### src/rtl/rfg_pkg.sv
// rfg_pkg: shared types and constants for the rgb fade/gamma controller
// no dependencies
package rfg_pkg;
  localparam int ChannelsDefault = 4;
  localparam logic [1:0] ActSet = 2'd0;
  localparam logic [1:0] ActDim = 2'd1;
  localparam logic [1:0] ActTick = 2'd2;
  localparam logic [9:0] TickReset = 10'd10;
  localparam logic [31:0] HalfLsb = 32'h0040_0000;

  typedef struct packed {
    logic [1:0]  action;
    logic [2:0]  channel;
    logic [7:0]  target_red;
    logic [7:0]  target_green;
    logic [7:0]  target_blue;
    logic [15:0] fade_ms;
    logic [7:0]  dim_amount;
  } cmd_t;

  typedef struct packed {
    logic [1:0]  channel_index;
    logic [31:0] red_drive;
    logic [31:0] green_drive;
    logic [31:0] blue_drive;
    logic        last;
  } drv_t;
endpackage

### src/rtl/rfg_front.sv
// rfg_front: accepts command beats, drops unused ones, two-entry queue to the back end
// depends on rfg_pkg
module rfg_front #(
  parameter int CHANNELS = rfg_pkg::ChannelsDefault
) (
  input  logic         clk,
  input  logic         rst,
  input  logic         in_valid,
  output logic         in_ready,
  input  rfg_pkg::cmd_t in_data,
  output logic         q_valid,
  input  logic         q_ready,
  output rfg_pkg::cmd_t q_data
);
  rfg_pkg::cmd_t mem [2];
  logic       wp, rp;
  logic [1:0] cnt;
  logic       keep, push, pop;

  assign keep = (in_data.action == rfg_pkg::ActTick) ||
                ((in_data.action == rfg_pkg::ActSet || in_data.action == rfg_pkg::ActDim) &&
                 ({29'd0, in_data.channel} < 32'(CHANNELS)));
  assign in_ready = (cnt != 2'd2);
  assign push = in_valid && in_ready && keep;
  assign q_valid = (cnt != 2'd0);
  assign pop = q_valid && q_ready;
  assign q_data = mem[rp];

  always_ff @(posedge clk) begin
    if (push) mem[wp] <= in_data;
    if (rst) begin
      wp <= 1'b0;
      rp <= 1'b0;
      cnt <= 2'd0;
    end else begin
      if (push) wp <= ~wp;
      if (pop) rp <= ~rp;
      cnt <= cnt + {1'b0, push} - {1'b0, pop};
    end
  end
endmodule

### config.mk
export PLATFORM = sky130hd
export DESIGN_NAME = rfg_front
export DESIGN_NICKNAME = d
export VERILOG_FILES = /design/src/rtl/rfg_pkg.sv /design/src/rtl/rfg_front.sv
export SDC_FILE = /design/constraint.sdc
export NUM_CORES = 1
export LEC_CHECK = 0
export BUFFER_PORTS_ARGS = -buffer_cell sky130_fd_sc_hd__buf_2
export CORE_MARGIN = 2
export CORE_UTILIZATION = 46
export CTS_CLUSTER_SIZE = 16
export DETAILED_ROUTE_END_ITERATION = 8
export PLACE_DENSITY = 0.72
export SETUP_SLACK_MARGIN = 0.2
export SYNTH_ARGS = -nofsm -noshare
export SYNTH_HDL_FRONTEND = slang
export SYNTH_SLANG_ARGS = --single-unit
### constraint.sdc
create_clock -name clk -period 10.51 [get_ports clk]
set_input_delay 0.5255 -clock clk [delete_from_list [all_inputs] [get_ports clk]]
set_output_delay 0.5255 -clock clk [all_outputs]
set_load 0.02 [all_outputs]
==> reports/qor.txt, run 1 <==
run status: completed
Resized cells post-CTS: 0
Post-synth EDFFs: 106
Tmin final: 2.58 ns
worst slack at placement: 7.83 ns
first-pass GRT wire length: 10200 µm
DP Area: 4770 µm²
hold_buf cts: 0
post-route cell area: 4940 µm²
fin worst setup slack: 7.93 ns
worst hold margin: 0.351 ns
Power, Total: 1.03 mW
Top FF cell, synth: edfxtp_1
Worst slew margin: 0.590
initial core utilization: 0.471
dominant cells by area after synthesis: edfxtp_1, mux2_2, dfxtp_1
CP Class: flop to primary output
vias in the first global route: 2151
Worst Reg-to-Reg Cells: 4
Clock transition at path regs: 0.10 ns
Synth Instances: 193
WHS Endpoint: mem[0][37]
worst-path maximum fanout: 34
Clock Path Buffers: 2
GRT Util Overall: 0.141
port bufs: 111
CP Cell Sequence: buf_4, mux2_2, buf_2
commonest non-fill, non-tap cell in the layout: buf_2
chip height: 98.0 µm
RSZ-0062 raised after global routing: false
largest net degree at the start of global routing: 35
DR vias: 2074
area growth from synthesis to layout: 21.4%
Critical Path Sink Type: primary output
final count of pins violating max slew: 0
Final Setup Violations: 0
sequential share of the synthesized area: 0.807
die area: 9610 µm²
Max-Cap Viols: 0
# DRC: 0
Max VDD drop: 0.0969 mV
worst skew pair latency: 0.36 ns
WL/cell: 15.8 µm
Crit path arrival time: 2.05 ns
CORE AREA: 8640 µm²
final hold vios: 0
H-tree levels: 3
GPL Wtd Cong: 0.698
Nets: 370
Mapped Area: 4070 µm²
Leak: 1.83 nW
WL final: 6720 µm
post-CTS setup buffers: 0
worst min-delay path category: input port to flop
crit start category: flop
Ports: 112
Routed Antenna Nets: 0
vias per cell: 4.88
worst slew pin tran: 0.613 ns
most frequent cells in the layout: buf_2, edfxtp_1, mux2_2
DRT Pass-1 Iters: 4
post-synthesis cell type count: 18
syn avg cell area: 21.1 µm²
FF-to-FF End: mem[0][47]
Reg-to-Reg Start: cnt[0]
HP Start: in_data[37]
post-detail-place hpwl: 4540 µm
Yosys top cell area share: 0.783
Final Skew: 0.00900 ns
Worst path slowest cell: dfxtp_2
Antenna Cells: 0
Crit path required time: 9.98 ns
initial antenna violation count: 0
hold depth: 1
ys async rst share: 0
Root Buffer Master: clkbuf_8
die width: 98.0 µm
ratio of final minimum period to clock period: 0.245
# rows: 34
layout cell share with drive strength beyond 1: 0.596
crit-path max cell delay: 0.63 ns
clock sinks: 111
Synth Net Count: 251
#FFs+latches synth: 111
CP delay by family, top: buffers and inverters
CTS tree: built
CTS Buf Count: 9
Initial DRC Count: 57
Worst Path Buf+Inv: 2
pwr dens: 209 nW/µm²
total gr overflow: 0
maximum clock rate: 388 MHz
Synth area leader: edfxtp_1
Yosys warning total: 0
setup TNS: 0 ns
setup slack, reg-to-reg: 8.29 ns
## sequential cells by signal (all words and copies together), names as in the netlist, named ones only
register	count
cnt	2
mem	106
rp	1
wp	1
## synthesized netlist by cell type, drive strengths merged, types with 2 or more instances
master / n
nor2: 6
edfxtp: 106
mux2: 54
inv: 2
dfxtp: 5
mux2i: 2
xor2: 2
nor2b: 2
buf: 6
## stage by stage
stage | utilization | instances
final | 0.572 | 425
after global routing | 0.572 | 425
after CTS | 0.572 | 425
after detailed placement | 0.552 | 409
after global placement | 0.552 | 409
after floorplan | - | 193
## worst max-delay path by stage
stage | startpoint | endpoint | slack [ns] | cells past startpoint
after floorplan | in_data[52] | mem[0][0] | 6.88 | 3
after global placement | in_data[52] | mem[0][33] | 7.91 | 5
after detailed placement | in_data[52] | mem[0][33] | 7.83 | 5
after CTS | flop | q_data[31] | 7.88 | 3
after global routing | flop | q_data[37] | 7.80 | 3
final | flop | q_data[11] | 7.93 | 3
## layer usage
layer	GRT usage	routed length (µm)	vias up
li1	-	-	987
met1	0.163	2770	1022
met2	0.242	3490	60
met3	0.0437	398	5
met4	0.0577	60	0
met5	0	0	-
## report_power, final
part / internal (mW) / leakage (nW) / switching [mW]
Combinational: 0.115 / 0.723 / 0.151
Clock: 0.0867 / 0.0894 / 0.135
Sequential: 0.523 / 1.01 / 0.0189
Total: 0.725 / 1.83 / 0.305
## cells by family after synthesis
kind of cell	Yosys count	synth area share
simple gates	13	0.0178
compound gates	1	0.00154
buf+inv	8	0.00923
mux	56	0.154
xor+xnor	3	0.00646
flops	111	0.807
fa+ha+maj	1	0.00308
## layout make-up
class                      instances  area (µm²)
inverter                           2        7.51
tap                              108         135
clock buffer                       9         124
timing repair buffer             114         578
sequential                       111        3280
clock inverter                     7        48.8
fill                             710        3700
multi-input combinational         74         761
(Power assumes the default switching activity.)
==> inputs of run 2 (changes only) <==
- clock period: 10.51 -> 2.5 ns (I/O delays scaled with it)
==> reports/qor.txt, run 2 (synthesis results as in run 1) <==
Fill cells: 629
FF-to-FF End: cnt[1]
HP Start: q_ready
initial core utilization: 0.471
first-pass GRT wire length: 11400 µm
Max-Cap Viols: 0
Root Buffer Master: clkbuf_8
fin cells: 481
run status: completed
post-route cell area: 5550 µm²
Worst path slowest cell: dlygate4sd3_1
Antenna Cells: 0
Resized cells post-CTS: 0
Reg with most FFs: mem
DR vias: 2304
CP Cell Sequence: dlygate4sd3_1, buf_2, mux2i_1, nand3_1, xor2_1, ha_1, nor2b_1, mux2_1
layout cell share with drive strength beyond 1: 0.507
# rows: 34
Routed Antenna Nets: 0
setup slack, reg-to-reg: 0.73 ns
Crit path arrival time: 2.24 ns
Power, Total: 4.61 mW
worst slew pin tran: 0.442 ns
chip height: 98.0 µm
Worst Path Buf+Inv: 2
vias in the first global route: 2402
CORE AREA: 8640 µm²
most frequent cells in the layout: buf_2, edfxtp_1, dlygate4sd3_1
Nets: 426
pwr dens: 831 nW/µm²
Initial DRC Count: 84
GPL Wtd Cong: 0.675
worst skew pair latency: 0.34 ns
area growth from synthesis to layout: 36.4%
dpl cells: 411
ratio of final minimum period to clock period: 0.802
largest net degree at the start of global routing: 38
maximum clock rate: 499 MHz
CTS tree: built
H-tree levels: 3
Worst Reg-to-Reg Cells: 6
DP Area: 4790 µm²
initial antenna violation count: 0
RSZ-0062 raised after global routing: false
fin worst setup slack: 0.495 ns
worst hold margin: 0.207 ns
commonest non-fill, non-tap cell in the layout: buf_2
final count of pins violating max slew: 0
Tmin final: 2.01 ns
GRT Util Overall: 0.152
DRT Pass-1 Iters: 4
crit-path max cell delay: 0.53 ns
met1 Use GR: 0.180
final core occ: 0.642
CP delay by family, top: buffers and inverters
Clock Path Buffers: 2
Leak: 2.07 nW
Max VDD drop: 0.406 mV
crit start category: input port
Worst slew margin: 0.705
Reg-to-Reg Start: cnt[0]
port bufs: 111
vias per cell: 4.79
hold depth: 4
max reg flops: 106
total gr overflow: 0
setup TNS: 0 ns
die area: 9610 µm²
# DRC: 0
CTS Buf Count: 9
WL final: 7300 µm
worst-path maximum fanout: 4
Final Setup Violations: 0
worst slack at placement: 0.700 ns
post-detail-place hpwl: 4390 µm
Clock transition at path regs: 0.09 ns
final hold vios: 0
Largest regs: mem: 106 flops, cnt: 2 flops
worst min-delay path category: input port to flop
GRT met3 Usage: 0.0329
Crit path required time: 2.74 ns
Final Skew: 0.0108 ns
CP Class: input port to flop
die width: 98.0 µm
M2 GR Usage: 0.274
Critical Path Sink Type: flop
gr busiest metal: met2
WL/cell: 15.2 µm
Ports: 112
post-CTS setup buffers: 0
hold_buf cts: 54
clock sinks: 111
==> run 2: cell types whose count changed in the layout (fill, tap and decap cells not counted), sizes merged <==
| cell | change |
|---|---|
| buf | +2 |
| bufinv | +2 |
| inv | -1 |
| clkinv | -5 |
| clkbuf | +2 |
| clkinvlp | +2 |
| dlygate4sd3 | +54 |
==> run 2: metal layers <==
| metal | vias up | share of wire |
|---|---|---|
| met5 | - | 0 |
| met4 | 0 | 0.0059 |
| met3 | 7 | 0.053 |
| met2 | 70 | 0.53 |
| met1 | 1129 | 0.41 |
| li1 | 1098 | - |
==> run 2: power breakdown <==
part           switching [mW]  total [mW]  leakage [nW]  internal (mW)
Combinational           0.659        1.22         0.962          0.556
Clock                   0.549        1.11        0.0958          0.566
Sequential             0.0790        2.28          1.01           2.20
==> run 2: cell type report <==
type / instances / area, µm² / share of cell area
well taps: 108 / 135 / 0.0244
multi-input cells: 74 / 761 / 0.137
flip-flops and latches: 111 / 3280 / 0.592
clock buffers: 11 / 131 / 0.0237
clock inverters: 5 / 82.6 / 0.0149
repair buffers: 170 / 1150 / 0.207
inverters: 2 / 7.51 / 0.00135
==> run 2: worst max-delay path by stage <==
stage | cells after the start | startpoint | end
after floorplan | 3 | cnt[0] | mem[1][0]
after global placement | 7 | in_data[52] | cnt[1]
after detailed placement | 7 | in_data[52] | cnt[1]
after CTS | 3 | flop | q_data[30]
after global routing | 8 | in_data[52] | cnt[1]
final | 8 | in_data[52] | cnt[1]
==> run 2: tightest hold or removal path, stage by stage <==
cell	delay, ns
buf_2	0.11
nand2_1	0.11
xor2_1	0.09
nor2_1	0.08
==> inputs of run 3 (changes only) <==
- clock period: 2.5 -> 2.1 ns (I/O delays scaled with it)
==> reports/qor.txt, run 3 (synthesis results as in run 1) <==
area growth from synthesis to layout: 36.8%
total gr overflow: 0
Largest regs: mem: 106 flops, cnt: 2 flops
# DRC: 0
clock sinks: 111
GPL Wtd Cong: 0.737
CORE AREA: 8640 µm²
final hold vios: 0
crit path launch: in_data[52]
post-CTS setup buffers: 0
Max VDD drop: 0.458 mV
Leak: 2.08 nW
layout cell share with drive strength beyond 1: 0.515
ratio of final minimum period to clock period: 0.878
CP Class: input port to flop
WL final: 7190 µm
worst min-delay path category: input port to flop
Worst Path Buf+Inv: 2
initial core utilization: 0.471
Fill cells: 629
Max-Cap Viols: 0
DP Area: 4820 µm²
RSZ-0062 raised after global routing: false
hold depth: 4
HP Start: q_ready
sequential cell area: 3280 µm²
WL/cell: 14.9 µm
Antenna Cells: 0
CP delay by family, top: buffers and inverters
Reg with most FFs: mem
maximum clock rate: 542 MHz
worst skew pair latency: 0.36 ns
worst slew pin tran: 0.419 ns
area of the multi-input gates: 773 µm²
Initial DRC Count: 80
initial antenna violation count: 0
Resized cells post-CTS: 0
max reg flops: 106
port bufs: 111
Crit path required time: 2.35 ns
vias per cell: 4.74
first-pass GRT wire length: 11300 µm
DRT Pass-1 Iters: 7
Tmin final: 1.84 ns
Nets: 426
Ports: 112
Final Skew: 0.0124 ns
Worst path slowest cell: dlygate4sd3_1
FF-to-FF End: cnt[1]
Root Buffer Master: clkbuf_8
CP Cell Sequence: dlygate4sd3_1, buf_2, mux2i_1, nand3_4, xor2_1, ha_1, nor2b_1, mux2_1
most frequent cells in the layout: buf_2, edfxtp_1, dlygate4sd3_1
vias in the first global route: 2346
Final Setup Violations: 0
Worst Reg-to-Reg Cells: 6
largest net degree at the start of global routing: 54
post-route cell area: 5560 µm²
run status: completed
CTS tree: built
chip height: 98.0 µm
crit start category: input port
setup slack, reg-to-reg: 0.48 ns
die width: 98.0 µm
GRT Util Overall: 0.152
Routed Antenna Nets: 0
# rows: 34
Clock transition at path regs: 0.09 ns
post-detail-place hpwl: 4490 µm
Worst slew margin: 0.721
WHS Endpoint: rp
Reg-to-Reg Start: cnt[0]
Crit path arrival time: 2.09 ns
crit-path max cell delay: 0.53 ns
worst-path maximum fanout: 4
Clock Path Buffers: 2
die area: 9610 µm²
H-tree levels: 3
final count of pins violating max slew: 0
DR vias: 2279
CTS Buf Count: 9
setup TNS: 0 ns
Critical Path Sink Type: flop
pwr dens: 977 nW/µm²
commonest non-fill, non-tap cell in the layout: buf_2
-- run 3: worst max path at each step --
stage	endpoint	slack [ns]	depth (start not counted)
floorplan	mem[0][0]	0.21	3
global placement	cnt[1]	0.50	7
detailed placement	cnt[1]	0.43	7
CTS	cnt[1]	0.27	8
global route	cnt[1]	0.23	8
finish	cnt[1]	0.26	8
-- run 3: power by group --
part | switching (mW) | total, mW | internal, mW
clock | 0.695 | 1.26 | 0.566
sequential | 0.0540 | 2.67 | 2.62
combinational | 0.835 | 1.50 | 0.665
total | 1.58 | 5.43 | 3.85
-- run 3: metrics by stage --
stage / setup WS, ns / util / instances / power, mW / hold slack (ns)
final: 0.257 / 0.644 / 481 / 5.43 / 0.160
after global routing: 0.232 / 0.644 / 481 / 5.68 / 0.194
after CTS: 0.273 / 0.644 / 481 / 5.50 / 0.150
after detailed placement: 0.429 / 0.558 / 411 / 4.16 / 0.299
after global placement: 0.497 / 0.558 / 411 / 4.14 / 0.294
after floorplan: 0.211 / - / 193 / 3.70 / 0.177
-- run 3: final cells by class --
class,count,area share
tap,108,0.0243
clock buffer,9,0.0223
clock inverter,7,0.0144
multi-input combinational,74,0.139
inverter,2,0.00135
timing repair buffer,170,0.208
sequential,111,0.590
-- run 3: what timing repair did --
| action | CTS | global route |
|---|---|---|
| hold endpoints to repair | 110 | 0 |
| endpoints found under the setup margin | 0 | 0 |
| hold buffers | 54 | 0 |
-- run 3: worst reg2reg max path, delay by kind of cell, from the launching register on --
kind / cells / cell delay, ns
simple gates: 3 / 0.44
fa+ha+maj: 1 / 0.19
flops: 1 / 0.40
mux: 1 / 0.28
xor+xnor: 1 / 0.21
-- run 3: layer usage --
layer / vias to the layer above / routed length [µm] / GRT usage
met1: 1100 / 3200 / 0.203
met3: 8 / 413 / 0.0487
met5: - / 0 / 0
met2: 75 / 3490 / 0.242
met4: 0 / 80 / 0.0449
li1: 1096 / - / -
